===== src/sv/hpte_pkg.sv =====
// ----------------------------------------------------------------------------
// Hashed page table engine package
// Shared codes, payload constants and the controller/datapath link types.
// ----------------------------------------------------------------------------
package hpte_pkg;

   localparam int DEF_BUCKETS   = 1024;
   localparam int DEF_ENTRIES   = 1024;
   localparam int DEF_VPN_BITS  = 20;
   localparam int DEF_ASID_BITS = 8;

   localparam int PFN_BITS         = 20;
   localparam int DATA_BITS        = 23;
   localparam int FLAG_NOCACHE_BIT = 20;
   localparam int FLAG_DIRTY_BIT   = 21;
   localparam int FLAG_VALID_BIT   = 22;

   typedef enum logic [1:0] {
      ACT_INSERT = 2'd0,
      ACT_DELETE = 2'd1,
      ACT_LOOKUP = 2'd2
   } action_type;

   typedef enum logic [1:0] {
      ST_DONE     = 2'd0,
      ST_NOTFOUND = 2'd1,
      ST_FULL     = 2'd2
   } status_type;

   typedef enum logic [1:0] {
      SRC_ZERO  = 2'd0,
      SRC_REQ   = 2'd1,
      SRC_ENTRY = 2'd2
   } resp_src_type;

   typedef struct packed {
      logic         accept;
      logic         clear_wr;
      logic         rd_from_head;
      logic         rd_from_next;
      logic         load_head;
      logic         advance;
      logic         ins_alloc;
      logic         ins_head_wr;
      logic         ins_tail_wr;
      logic         del_unlink;
      logic         resp_load;
      status_type   resp_status;
      resp_src_type resp_src;
   } cmd_type;

   typedef struct packed {
      logic       hash_done;
      logic       clear_last;
      logic       out_free;
      logic       head_nil;
      logic       next_nil;
      logic       key_hit;
      logic       hit_valid;
      logic       pool_empty;
      logic [1:0] action;
   } sts_type;

endpackage


===== src/sv/hpte_ctrl.sv =====
// ----------------------------------------------------------------------------
// Hashed page table controller
// Sequences head clearing, hashing, head fetch and the chain walk.
// ----------------------------------------------------------------------------
module hpte_ctrl
   import hpte_pkg::*;
(
   input  logic    clock,
   input  logic    reset,
   input  logic    req_valid,
   output logic    req_ready,
   input  sts_type sts,
   output cmd_type cmd
);

   typedef enum logic [2:0] {
      S_CLEAR,
      S_IDLE,
      S_HASH,
      S_HEAD,
      S_LOOK,
      S_CHK
   } state_type;

   state_type state_ff, state_in;

   always_ff @(posedge clock) begin
      if (reset) begin
         state_ff <= S_CLEAR;
      end else begin
         state_ff <= state_in;
      end
   end

   assign req_ready = (state_ff == S_IDLE);

   always_comb begin
      state_in = state_ff;
      cmd      = '0;
      case (state_ff)
         S_CLEAR: begin
            cmd.clear_wr = 1'b1;
            if (sts.clear_last) begin
               state_in = S_IDLE;
            end
         end
         S_IDLE: begin
            if (req_valid) begin
               cmd.accept = 1'b1;
               state_in   = S_HASH;
            end
         end
         S_HASH: begin
            if (sts.hash_done) begin
               state_in = S_HEAD;
            end
         end
         S_HEAD: begin
            state_in = S_LOOK;
         end
         S_LOOK: begin
            if (sts.out_free) begin
               case (sts.action)
                  ACT_INSERT: begin
                     if (sts.pool_empty) begin
                        cmd.resp_load   = 1'b1;
                        cmd.resp_status = ST_FULL;
                        cmd.resp_src    = SRC_ZERO;
                        state_in        = S_IDLE;
                     end else begin
                        cmd.ins_alloc = 1'b1;
                        if (sts.head_nil) begin
                           cmd.ins_head_wr = 1'b1;
                           cmd.resp_load   = 1'b1;
                           cmd.resp_status = ST_DONE;
                           cmd.resp_src    = SRC_REQ;
                           state_in        = S_IDLE;
                        end else begin
                           cmd.rd_from_head = 1'b1;
                           cmd.load_head    = 1'b1;
                           state_in         = S_CHK;
                        end
                     end
                  end
                  ACT_DELETE, ACT_LOOKUP: begin
                     if (sts.head_nil) begin
                        cmd.resp_load   = 1'b1;
                        cmd.resp_status = ST_NOTFOUND;
                        cmd.resp_src    = SRC_ZERO;
                        state_in        = S_IDLE;
                     end else begin
                        cmd.rd_from_head = 1'b1;
                        cmd.load_head    = 1'b1;
                        state_in         = S_CHK;
                     end
                  end
                  default: begin
                     cmd.resp_load   = 1'b1;
                     cmd.resp_status = ST_NOTFOUND;
                     cmd.resp_src    = SRC_ZERO;
                     state_in        = S_IDLE;
                  end
               endcase
            end
         end
         S_CHK: begin
            if (sts.out_free) begin
               if (sts.action == ACT_INSERT) begin
                  if (sts.next_nil) begin
                     cmd.ins_tail_wr = 1'b1;
                     cmd.resp_load   = 1'b1;
                     cmd.resp_status = ST_DONE;
                     cmd.resp_src    = SRC_REQ;
                     state_in        = S_IDLE;
                  end else begin
                     cmd.rd_from_next = 1'b1;
                     cmd.advance      = 1'b1;
                  end
               end else if (sts.key_hit &&
                            (sts.action == ACT_DELETE || sts.hit_valid)) begin
                  cmd.del_unlink  = (sts.action == ACT_DELETE);
                  cmd.resp_load   = 1'b1;
                  cmd.resp_status = ST_DONE;
                  cmd.resp_src    = SRC_ENTRY;
                  state_in        = S_IDLE;
               end else if (sts.next_nil) begin
                  cmd.resp_load   = 1'b1;
                  cmd.resp_status = ST_NOTFOUND;
                  cmd.resp_src    = SRC_ZERO;
                  state_in        = S_IDLE;
               end else begin
                  cmd.rd_from_next = 1'b1;
                  cmd.advance      = 1'b1;
               end
            end
         end
         default: begin
            state_in = S_IDLE;
         end
      endcase
   end

endmodule


===== config.mk =====
export PLATFORM = sky130hd
export DESIGN_NAME = hpte_ctrl
export DESIGN_NICKNAME = d
export VERILOG_FILES = /design/src/sv/hpte_pkg.sv /design/src/sv/hpte_ctrl.sv
export SDC_FILE = /design/constraint.sdc
export NUM_CORES = 1
export LEC_CHECK = 0
export ABC_CLOCK_PERIOD_IN_PS = 1650
export BUFFER_PORTS_ARGS = -buffer_cell sky130_fd_sc_hd__clkbuf_2
export CELL_PAD_IN_SITES_DETAIL_PLACEMENT = 1
export CELL_PAD_IN_SITES_GLOBAL_PLACEMENT = 1
export CORE_MARGIN = 8
export CORE_UTILIZATION = 28
export CTS_BUF_LIST = sky130_fd_sc_hd__clkbuf_4
export DETAILED_ROUTE_END_ITERATION = 10
export GPL_TIMING_DRIVEN = 0
export PLACE_DENSITY = 0.87
export REMOVE_ABC_BUFFERS = 1
export SYNTH_ARGS = -nofsm -noshare
export SYNTH_HDL_FRONTEND = slang
export SYNTH_SLANG_ARGS = --single-unit

===== constraint.sdc =====
create_clock -name clock -period 1.65 [get_ports clock]
set_clock_uncertainty 0.05 [all_clocks]
set_input_delay 0.33 -clock clock [delete_from_list [all_inputs] [get_ports clock]]
set_output_delay 0.33 -clock clock [all_outputs]
set_load 0.03 [all_outputs]

==> metrics.yaml, run 1 <==
grt:
  antenna_found_initial: 0
  grt_pass1_vias: 685
  grt_max_degree: 7
  grt_overflow: 0
  grt_usage_pct: 13.9
  grt_pass1_wl_microns: 3550
pwr:
  p_leak_uw: 0.000419
  comb_power_share_pct: 44.0
  seqPwrFrac_pct: 20.8
  power-per-cell-area_nw_per_um2: 457
  ir_drop_v: 0.000414
  power.share.clock_pct: 35.2
  p_switching_uw: 160
  internal_power_uw: 270
  p_sw_share_pct: 37.2
floorplanning:
  die-area_sq_um: 3150
  die_h_microns: 56.1
  start_util_pct: 29.9
  rows: 14
  dieWidth_microns: 56.1
  core-area_sq_um: 1510
  ios: 29
logic_synthesis:
  netlist_area_sq_um: 450
  syn_area_per_cell_sq_um: 6.93
  ys.flop_type: "dfxtp_1"
  yosys_warnings: 0
  ys_seq_area_share_pct: 13.3
  synth_cell_types: 31
  synthesis.instances: 65
  async_flop_share_pct: 0
  ys_ff_latch: 3
  synth_edf_count: 0
timing:
  setup_violations: 12
  final-max-slew-violation-count: 0
  period_share_pct: 115
  setup_tns_ns: -1.23
  worstMarginPinSlew_ns: 0.273
  finalHoldViolations: 0
  finalWorstSetupSlack_ns: -0.251
  fin_crit_ns: 1.90
  slew_headroom_pct: 81.6
  fin_hold_ws_ns: 0.269
  timing.fmax_mhz: 526
  grt_setup_unrepaired: "yes"
layout:
  fin_cells: 120
  area_growth_pct: 109
  largest_reg_flops: 3
  final_nets: 121
  top_register: "state_ff"
  drive_above_1_share_pct: 70.2
  fillers: 176
  mostFrequentLayoutCell: "clkbuf_2"
  final_cell_area_sq_um: 942
  antenna_cells: 0
  final_cell_mix: "14 x clkbuf_2, 10 x buf_4, 6 x clkbuf_8"
  reg.largest.list: "state_ff x3"
clock_tree:
  ctsHoldBuffers: 0
  clock-sinks: 3
  clock_latency_ns: 0.24
  numCtsBuffers: 3
  cts_root_buffer: "clkbuf_4"
  cts_tree: "built"
  clk_pin_slew_ns: 0.04
  ctsHtreeMaxLevel: 1
  clock_path_buffers: 2
routing:
  routed_wl_microns: 2390
  postRouteAntennaNets: 0
  wire_per_inst_microns: 19.9
  vias: 662
  drc: 0
  drt_pass1_iterations: 4
  drt-initial-drc-count: 21
  via_per_inst: 5.52
setup_path:
  start_kind: "flop"
  critical_path_class: "flop to output port"
  crit_path_max_fanout: 6
  crit_path_end_kind: "output port"
  worst_ep_required_time_ns: 1.27
  crit_arrival_ns: 1.52
placement:
  placed_area_sq_um: 586
  place_inst: 105
  post-place-ws_ns: -0.355
  hpwl_microns: 1170
  place.port_buffers: 28
  gp_congestion: 0.725
flow_run:
  maxCapViolations: 0
outcome:
  status: "finished with violations"
  violations: "negative setup slack"
min_path:
  hold_class: "primary input to flop"
[per-layer routing]
metal	track usage, %	up-vias	routed length [microns]
met5	0	-	0
met4	5.15	0	65
met3	3.65	7	137
met2	24.7	35	1260
met1	15.1	306	931
li1	-	314	-
[critical path, stage by stage (launching register included)]
cell      delay, ns
dfxtp_4        0.36
or3b_4         0.42
nor2_4         0.11
o211ai_1       0.13
nand3_1        0.11
clkbuf_8       0.16
[synth_stat cells, drive strengths merged (2+ instances only)]
cell | instances | area, sq um
and2 | 2 | 12.5
and3 | 2 | 12.5
buf | 4 | 25.0
dfxtp | 3 | 60.1
ha | 3 | 37.5
inv | 6 | 22.5
nand2 | 4 | 15.0
nand3 | 2 | 10.0
nor2 | 8 | 30.0
nor2b | 2 | 12.5
nor3 | 6 | 41.3
nor3b | 2 | 15.0
o211ai | 3 | 22.5
o21ai | 4 | 20.0
[path summary, 6_finish.rpt]
| check | slack [ns] | start | cells past startpoint | end |
|---|---|---|---|---|
| min | 0.27 | reset | 2 | state_ff[1] |
| max reg2reg | 0.21 | state_ff[1] | 5 | state_ff[2] |
| max | -0.25 | state_ff[0] | 5 | cmd[4] |
| min reg2reg | 0.52 | state_ff[2] | 2 | state_ff[1] |
[cell families (layout without fill, tap and decap cells)]
family,after synthesis,after routing,share of synthesized area [%]
buf+inv,10,49,10.6
compound gates,14,14,21.1
simple gates,33,33,41.9
mux,2,2,4.72
fa+ha+maj,3,3,8.33
flops,3,3,13.3
[power groups by stage]
stage	Combinational [uW]	Sequential, uW	Clock [uW]
floorplan	71.3	93.4	0
finish	189	89.3	152
detailed placement	110	98.5	0
CTS	170	86.8	148
global route	202	89.8	161
global placement	108	97.8	0
[final cells by class]
cell class	count	area [sq um]	share of cell area [%]
Sequential cell	3	71.3	7.57
Inverter	6	22.5	2.39
Timing Repair Buffer	39	334	35.5
Clock buffer	4	30.0	3.19
Tap cell	16	20.0	2.12
Multi-Input combinational cell	52	464	49.3
[metrics by stage]
step	total power (uW)	util, %
after floorplan	165	-
after global placement	205	38.9
after detailed placement	209	38.9
after CTS	405	59.1
after global routing	453	62.5
final	430	62.5
[what timing repair did]
| item | CTS | global route |
|---|---|---|
| setup buffers | 11 | 1 |
| endpoints found under the setup margin | 15 | 14 |
| gates resized for setup | 53 | 22 |
| gates cloned | 0 | 0 |
| pin swaps | 9 | 10 |
Note: power is estimated with default switching activity, not from simulation.
==> inputs of run 2 (changes only) <==
--- a/config.mk
+++ b/config.mk
@@ -13,7 +13,6 @@
 export CORE_UTILIZATION = 28
 export CTS_BUF_LIST = sky130_fd_sc_hd__clkbuf_4
 export DETAILED_ROUTE_END_ITERATION = 10
-export GPL_TIMING_DRIVEN = 0
 export PLACE_DENSITY = 0.87
 export REMOVE_ABC_BUFFERS = 1
 export SYNTH_ARGS = -nofsm -noshare
==> run 2 against run 1 <==
Compared with the run above: register-to-register slack lost 0.13 ns; flip-flop and latch count unchanged; sequential power down 0.7%; the run still ends with negative setup slack left; critical path type unchanged; cell area increased by 14%; clock power up 13%; largest power group unchanged; critical endpoint unchanged; utilization rose by 9.1 points.
==> metrics.yaml, run 2 (synthesis results as in run 1) <==
outcome:
  status: "finished with violations"
  violations: "negative setup slack"
clock_tree:
  cts_root_buffer: "clkbuf_4"
  numCtsBuffers: 3
  cts_tree: "built"
  ctsHoldBuffers: 0
  clock-sinks: 3
  clock_latency_ns: 0.26
  clk_pin_slew_ns: 0.06
  ctsHtreeMaxLevel: 1
  clock_path_buffers: 2
layout:
  drive_above_1_share_pct: 71.3
  mostFrequentLayoutCell: "buf_4"
  final_cell_area_sq_um: 1080
  top_register: "state_ff"
  final_nets: 132
  final_cell_mix: "19 x buf_4, 11 x clkbuf_2, 9 x buf_6"
  fillers: 160
  antenna_cells: 0
  regArea_sq_um: 68.8
  area_growth_pct: 139
  reg.largest.list: "state_ff x3"
  fin_cells: 131
  multi_input_area_sq_um: 485
  largest_reg_flops: 3
  fin_util_pct: 71.6
placement:
  hpwl_microns: 1560
  gp_congestion: 0.790
  placed_area_sq_um: 706
  place.port_buffers: 28
  place_inst: 121
floorplanning:
  die_h_microns: 56.1
  dieWidth_microns: 56.1
  rows: 14
  core-area_sq_um: 1510
  die-area_sq_um: 3150
  ios: 29
  start_util_pct: 29.9
timing:
  setup_violations: 14
  fin_hold_ws_ns: 0.264
  grt_setup_unrepaired: "yes"
  final-max-slew-violation-count: 0
  worstMarginPinSlew_ns: 0.307
  finalHoldViolations: 0
  fin_crit_ns: 2.00
  setup_tns_ns: -2.72
  slew_headroom_pct: 79.3
  period_share_pct: 121
  timing.fmax_mhz: 500
  finalWorstSetupSlack_ns: -0.351
setup_path:
  crit_path_max_fanout: 6
  critical_path_class: "flop to output port"
  crit_path_end_kind: "output port"
  worst_ep_required_time_ns: 1.27
  start_kind: "flop"
  crit_arrival_ns: 1.62
routing:
  drc: 0
  drt-initial-drc-count: 16
  wire_per_inst_microns: 26.4
  drt_pass1_iterations: 4
  routed_wl_microns: 3460
  postRouteAntennaNets: 0
  vias: 752
  via_per_inst: 5.74
grt:
  grt_overflow: 0
  grt_pass1_vias: 834
  grt_max_degree: 10
  grt_pass1_wl_microns: 4200
  antenna_found_initial: 0
  grt_usage_pct: 16.7
pwr:
  ir_drop_v: 0.000407
  power-per-cell-area_nw_per_um2: 473
  p_leak_uw: 0.000490
min_path:
  hold_class: "primary input to flop"
flow_run:
  maxCapViolations: 0
## run 2: changes by cell type in the layout (fill, tap and decap cells not counted), sizes merged
cell,change
clkbuf,-3
buf,+14
## run 2: final timing paths
| check | endpoint | cells past startpoint | slack [ns] | from |
|---|---|---|---|---|
| setup / recovery | cmd[4] | 5 | -0.35 | state_ff[0] |
| hold / removal | state_ff[0] | 2 | 0.26 | reset |
| setup reg to reg | state_ff[2] | 5 | 0.08 | state_ff[1] |
| hold reg to reg | state_ff[1] | 2 | 0.60 | state_ff[2] |
## run 2: where the power goes
part / total [uW] / internal, uW / switching [uW]
combinational: 250 / 117 / 133
clock: 172 / 109 / 63.1
sequential: 88.7 / 77.5 / 11.2
## run 2: per-stage QoR
step           setup WS, ns  total power, uW
4_1_cts              -0.219              436
6_report             -0.351              510
3_5_place_dp         -0.359              244
5_1_grt              -0.378              533
2_1_floorplan         -1.01              165
3_3_place_gp         -0.219              236
## run 2: what timing repair did
| action | in CTS | in global routing |
|---|---|---|
| resized for setup | 49 | 37 |
| hold endpoints to repair | 0 | 0 |
| endpoints found under the setup margin | 15 | 17 |
| pin swaps | 7 | 13 |
| setup buffers | 5 | 4 |
| cloned | 0 | 0 |
## run 2: metal layers
metal	share of wire, %	routed length, microns	GRT usage [%]	vias to the layer above
li1	-	-	-	334
met1	39	1350	15.9	371
met2	51	1780	30.7	33
met3	4.3	148	4.34	14
met4	5.3	183	10.3	0
met5	0	0	0	-
## run 2: area by class of cell
cell class                      instances  share of cell area, %
Tap cell                               16                   1.86
Sequential cell                         3                   6.38
Clock buffer                            4                   2.78
Inverter                                6                   2.78
Timing Repair Buffer                   50                   41.2
Multi-Input combinational cell         52                   45.0
## run 2: worst max-delay path, stage by stage (launching register included)
cell	delay, ns
dfxtp_2	0.36
or3b_4	0.43
nor2_4	0.11
o211ai_1	0.14
nand3_1	0.14
clkbuf_8	0.18
==> inputs of run 3 (changes only) <==
--- a/config.mk
+++ b/config.mk
@@ -15,6 +15,7 @@
 export DETAILED_ROUTE_END_ITERATION = 10
 export PLACE_DENSITY = 0.87
 export REMOVE_ABC_BUFFERS = 1
+export SETUP_SLACK_MARGIN = 0.15
 export SYNTH_ARGS = -nofsm -noshare
 export SYNTH_HDL_FRONTEND = slang
 export SYNTH_SLANG_ARGS = --single-unit
==> run 3 against run 2 <==
Compared with the run above: the run now fails in global routing; synthesized cell count is the same; synthesized area is the same.
==> metrics.yaml, run 3 <==
outcome:
  status: "aborted with a tool error"
  stop_stage: "global routing"
  stop_error: "[ERROR DPL-0033] detailed placement checks failed during check placement."
clock_tree:
  ctsHoldBuffers: 0
  numCtsBuffers: 3
  cts_root_buffer: "clkbuf_4"
  clock-sinks: 3
  clock_path_buffers: 2
  ctsHtreeMaxLevel: 1
logic_synthesis:
  synth_cell_types: 31
  yosys_warnings: 0
  synth_common_cells: "8 x nor2_1, 6 x inv_1, 5 x nor3_1"
  yosys-top-cells-area: "dfxtp_1 13%, ha_1 8.3%, nor2_1 6.7%"
  ys.flop_type: "dfxtp_1"
  yosysTopAreaCell: "dfxtp_1"
  ys_seq_area_share_pct: 13.3
  netlist_area_sq_um: 450
  yosysTopAreaCellShare_pct: 13.3
  async_flop_share_pct: 0
  synth_most_common_cell: "nor2_1"
  synthesis.instances: 65
  synth_edf_count: 0
  ys_ff_latch: 3
  syn_area_per_cell_sq_um: 6.93
placement:
  hpwl_microns: 1560
  placed_area_sq_um: 706
  gp_congestion: 0.790
  place.port_buffers: 28
floorplanning:
  die_h_microns: 56.1
  start_util_pct: 29.9
  dieWidth_microns: 56.1
  ios: 29
  rows: 14
grt:
  antenna_found_initial: 0
  grt_max_degree: 10
timing:
  worst-ep-kind: "top-level output"
  repair-timing-grt-worst-ep: "cmd[4]"
==> run 3: cell counts after synthesis <==
No cell type changed its count.
==> run 3: kinds of logic after synthesis <==
| family | after synthesis | synth area share [%] |
|---|---|---|
| adder cells (fa/ha/maj) | 3 | 8.33 |
| multiplexers | 2 | 4.72 |
| flip-flops | 3 | 13.3 |
| buffers and inverters | 10 | 10.6 |
| AO/OA/AOI/OAI | 14 | 21.1 |
| AND/OR/NAND/NOR | 33 | 41.9 |
==> run 3: per-stage QoR <==
step	cells	setup WS, ns	util [%]	setup TNS (ns)	hold WS, ns
CTS	134	-0.219	68.3	-1.63	0.258
detailed placement	121	-0.359	46.8	-2.58	0.516
global placement	121	-0.219	46.8	-1.62	0.509
floorplan	61	-1.01	-	-5.18	0.357
==> run 3: timing repair <==
| action | in CTS |
|---|---|
| gates resized for setup | 60 |
| endpoints found under the setup margin | 17 |
| setup buffers | 9 |
| pin swaps | 10 |
==> inputs of run 4 (changes only) <==
==> config.mk (replaced) <==
export PLATFORM = sky130hd
export DESIGN_NAME = hpte_ctrl
export DESIGN_NICKNAME = d
export VERILOG_FILES = /design/src/sv/hpte_pkg.sv /design/src/sv/hpte_ctrl.sv
export SDC_FILE = /design/constraint.sdc
export NUM_CORES = 1
export LEC_CHECK = 0
export ABC_CLOCK_PERIOD_IN_PS = 1650
export BUFFER_PORTS_ARGS = -buffer_cell sky130_fd_sc_hd__clkbuf_2
export CORE_AREA = 8 8 69 71
export DETAILED_ROUTE_END_ITERATION = 10
export DIE_AREA = 0 0 77 79
export PLACE_DENSITY_LB_ADDON = 0.15
export REMOVE_ABC_BUFFERS = 1
export SYNTH_ARGS = -nofsm -noshare
export SYNTH_HDL_FRONTEND = slang
export SYNTH_SLANG_ARGS = --single-unit
==> run 4 against run 3 <==
Compared with the run above: the flow now finishes, with violations (negative setup slack).
==> metrics.yaml, run 4 (synthesis results as in run 1) <==
timing:
  final-max-slew-violation-count: 0
  finalWorstSetupSlack_ns: -0.155
  slew_headroom_pct: 83.1
  finalHoldViolations: 0
  fin_hold_ws_ns: 0.285
  setup_violations: 12
  timing.fmax_mhz: 554
  worstMarginPinSlew_ns: 0.251
  period_share_pct: 109
  fin_crit_ns: 1.81
  grt_setup_unrepaired: "yes"
setup_path:
  crit_arrival_ns: 1.43
  worst-r2r-cell-count: 6
  r2r-end: "state_ff[2]"
  max_stage_delay_ns: 0.40
  cp_cell_sequence: "or3b_4, nor2_4, o211ai_1, nand3_1, clkbuf_8"
  worst_ep_required_time_ns: 1.27
  crit_path_max_fanout: 5
  slowest_stage: "or3b_4"
  rrSetupSlack_ns: 0.21
  rr_startpoint: "state_ff[1]"
  critical_path_class: "flop to output port"
  start_kind: "flop"
  crit_path_end_kind: "output port"
routing:
  routed_wl_microns: 1960
  via_per_inst: 4.06
  vias: 658
  drt_pass1_iterations: 2
  drc: 0
  drt-initial-drc-count: 15
  postRouteAntennaNets: 0
  wire_per_inst_microns: 12.1
placement:
  hpwl_microns: 1550
  place_inst: 153
  placed_area_sq_um: 733
  gp_congestion: 0.732
  place.port_buffers: 28
clock_tree:
  ctsHtreeMaxLevel: 1
  clock_path_buffers: 2
  numCtsBuffers: 3
  clk_pin_slew_ns: 0.03
  clock_latency_ns: 0.22
  clock-sinks: 3
  cts_root_buffer: "clkbuf_8"
  cts_tree: "built"
floorplanning:
  start_util_pct: 11.9
  core-area_sq_um: 3800
  ios: 29
  rows: 23
  die-area_sq_um: 6080
  dieWidth_microns: 77
  die_h_microns: 79
pwr:
  power-per-cell-area_nw_per_um2: 453
  power.share.clock_pct: 41.9
  p_sw_share_pct: 31.9
  ir_drop_v: 0.000368
  internal_power_uw: 348
  comb_power_share_pct: 41.3
  p_leak_uw: 0.000483
  p_switching_uw: 163
  seqPwrFrac_pct: 16.8
layout:
  drive_above_1_share_pct: 67.9
  largest_reg_flops: 3
  area_growth_pct: 150
  final_nets: 129
  fin_cells: 162
  reg.largest.list: "state_ff x3"
  top_register: "state_ff"
  final_cell_mix: "14 x buf_4, 11 x clkbuf_2, 10 x clkbuf_8"
  mostFrequentLayoutCell: "buf_4"
  antenna_cells: 0
  final_cell_area_sq_um: 1130
grt:
  grt_max_degree: 10
  grt_pass1_vias: 667
  antenna_found_initial: 0
  grt_usage_pct: 6.65
  grt_overflow: 0
  grt_pass1_wl_microns: 3220
outcome:
  status: "finished with violations"
  violations: "negative setup slack"
min_path:
  hold_path_end: "state_ff[0]"
  hold_class: "primary input to flop"
  hold_depth: 2
  hold_start: "reset"
flow_run:
  maxCapViolations: 0
[run 4: layout make-up]
| type | instances | area, sq um |
|---|---|---|
| flip-flops and latches | 3 | 68.8 |
| inverters | 6 | 30.0 |
| clock buffers | 4 | 45.0 |
| multi-input cells | 52 | 479 |
| repair buffers | 47 | 442 |
| well taps | 50 | 62.6 |
| fillers | 423 | 2670 |
[run 4: timing repair]
action / 4_1_cts / 5_1_grt
resized for setup: 59 / 27
setup endpoints to repair: 15 / 14
pin swaps: 5 / 8
hold buffers: 0 / 0
buffers inserted: 2 / 3
gates cloned: 0 / 0
[run 4: layer usage]
layer | vias up | part of all wire (%) | track usage [%]
met2 | 27 | 46 | 10.1
met3 | 2 | 8.6 | 3.50
met4 | 0 | 1.3 | 2.26
li1 | 325 | - | -
met5 | - | 0 | 0
met1 | 304 | 44 | 7.86
[run 4: stage by stage]
step / setup TNS (ns) / util, % / power (uW) / worst slack, ns
final: -0.901 / 29.7 / 511 / -0.155
after floorplan: -5.18 / - / 165 / -1.01
after global routing: -1.80 / 29.7 / 548 / -0.221
after global placement: -2.31 / 19.3 / 240 / -0.375
after detailed placement: -2.48 / 19.3 / 239 / -0.398
after CTS: -0.884 / 27.5 / 500 / -0.162
[run 4: worst max-delay path, delay by kind of cell, from the launching register on]
| family | cells | cell delay, ns |
|---|---|---|
| simple gates | 3 | 0.60 |
| buf+inv | 1 | 0.16 |
| compound gates | 1 | 0.09 |
| flops | 1 | 0.36 |
[run 4: how the worst max path moves through the flow]
stage | slack [ns] | start | endpoint
after floorplan | -1.01 | sts[1] | cmd[11]
after global placement | -0.37 | sts[1] | cmd[9]
final | -0.16 | state_ff[2] | cmd[4]
after detailed placement | -0.40 | sts[1] | cmd[11]
after global routing | -0.22 | state_ff[2] | cmd[4]
after CTS | -0.16 | state_ff[2] | cmd[4]
[run 4: power by group through the flow]
stage               combinational, uW  sequential, uW  clock [uW]
finish                            211            85.7         214
CTS                               192            86.2         222
global placement                  153            86.3           0
detailed placement                153            85.9           0
floorplan                        71.3            93.4           0
global route                      229            86.7         233
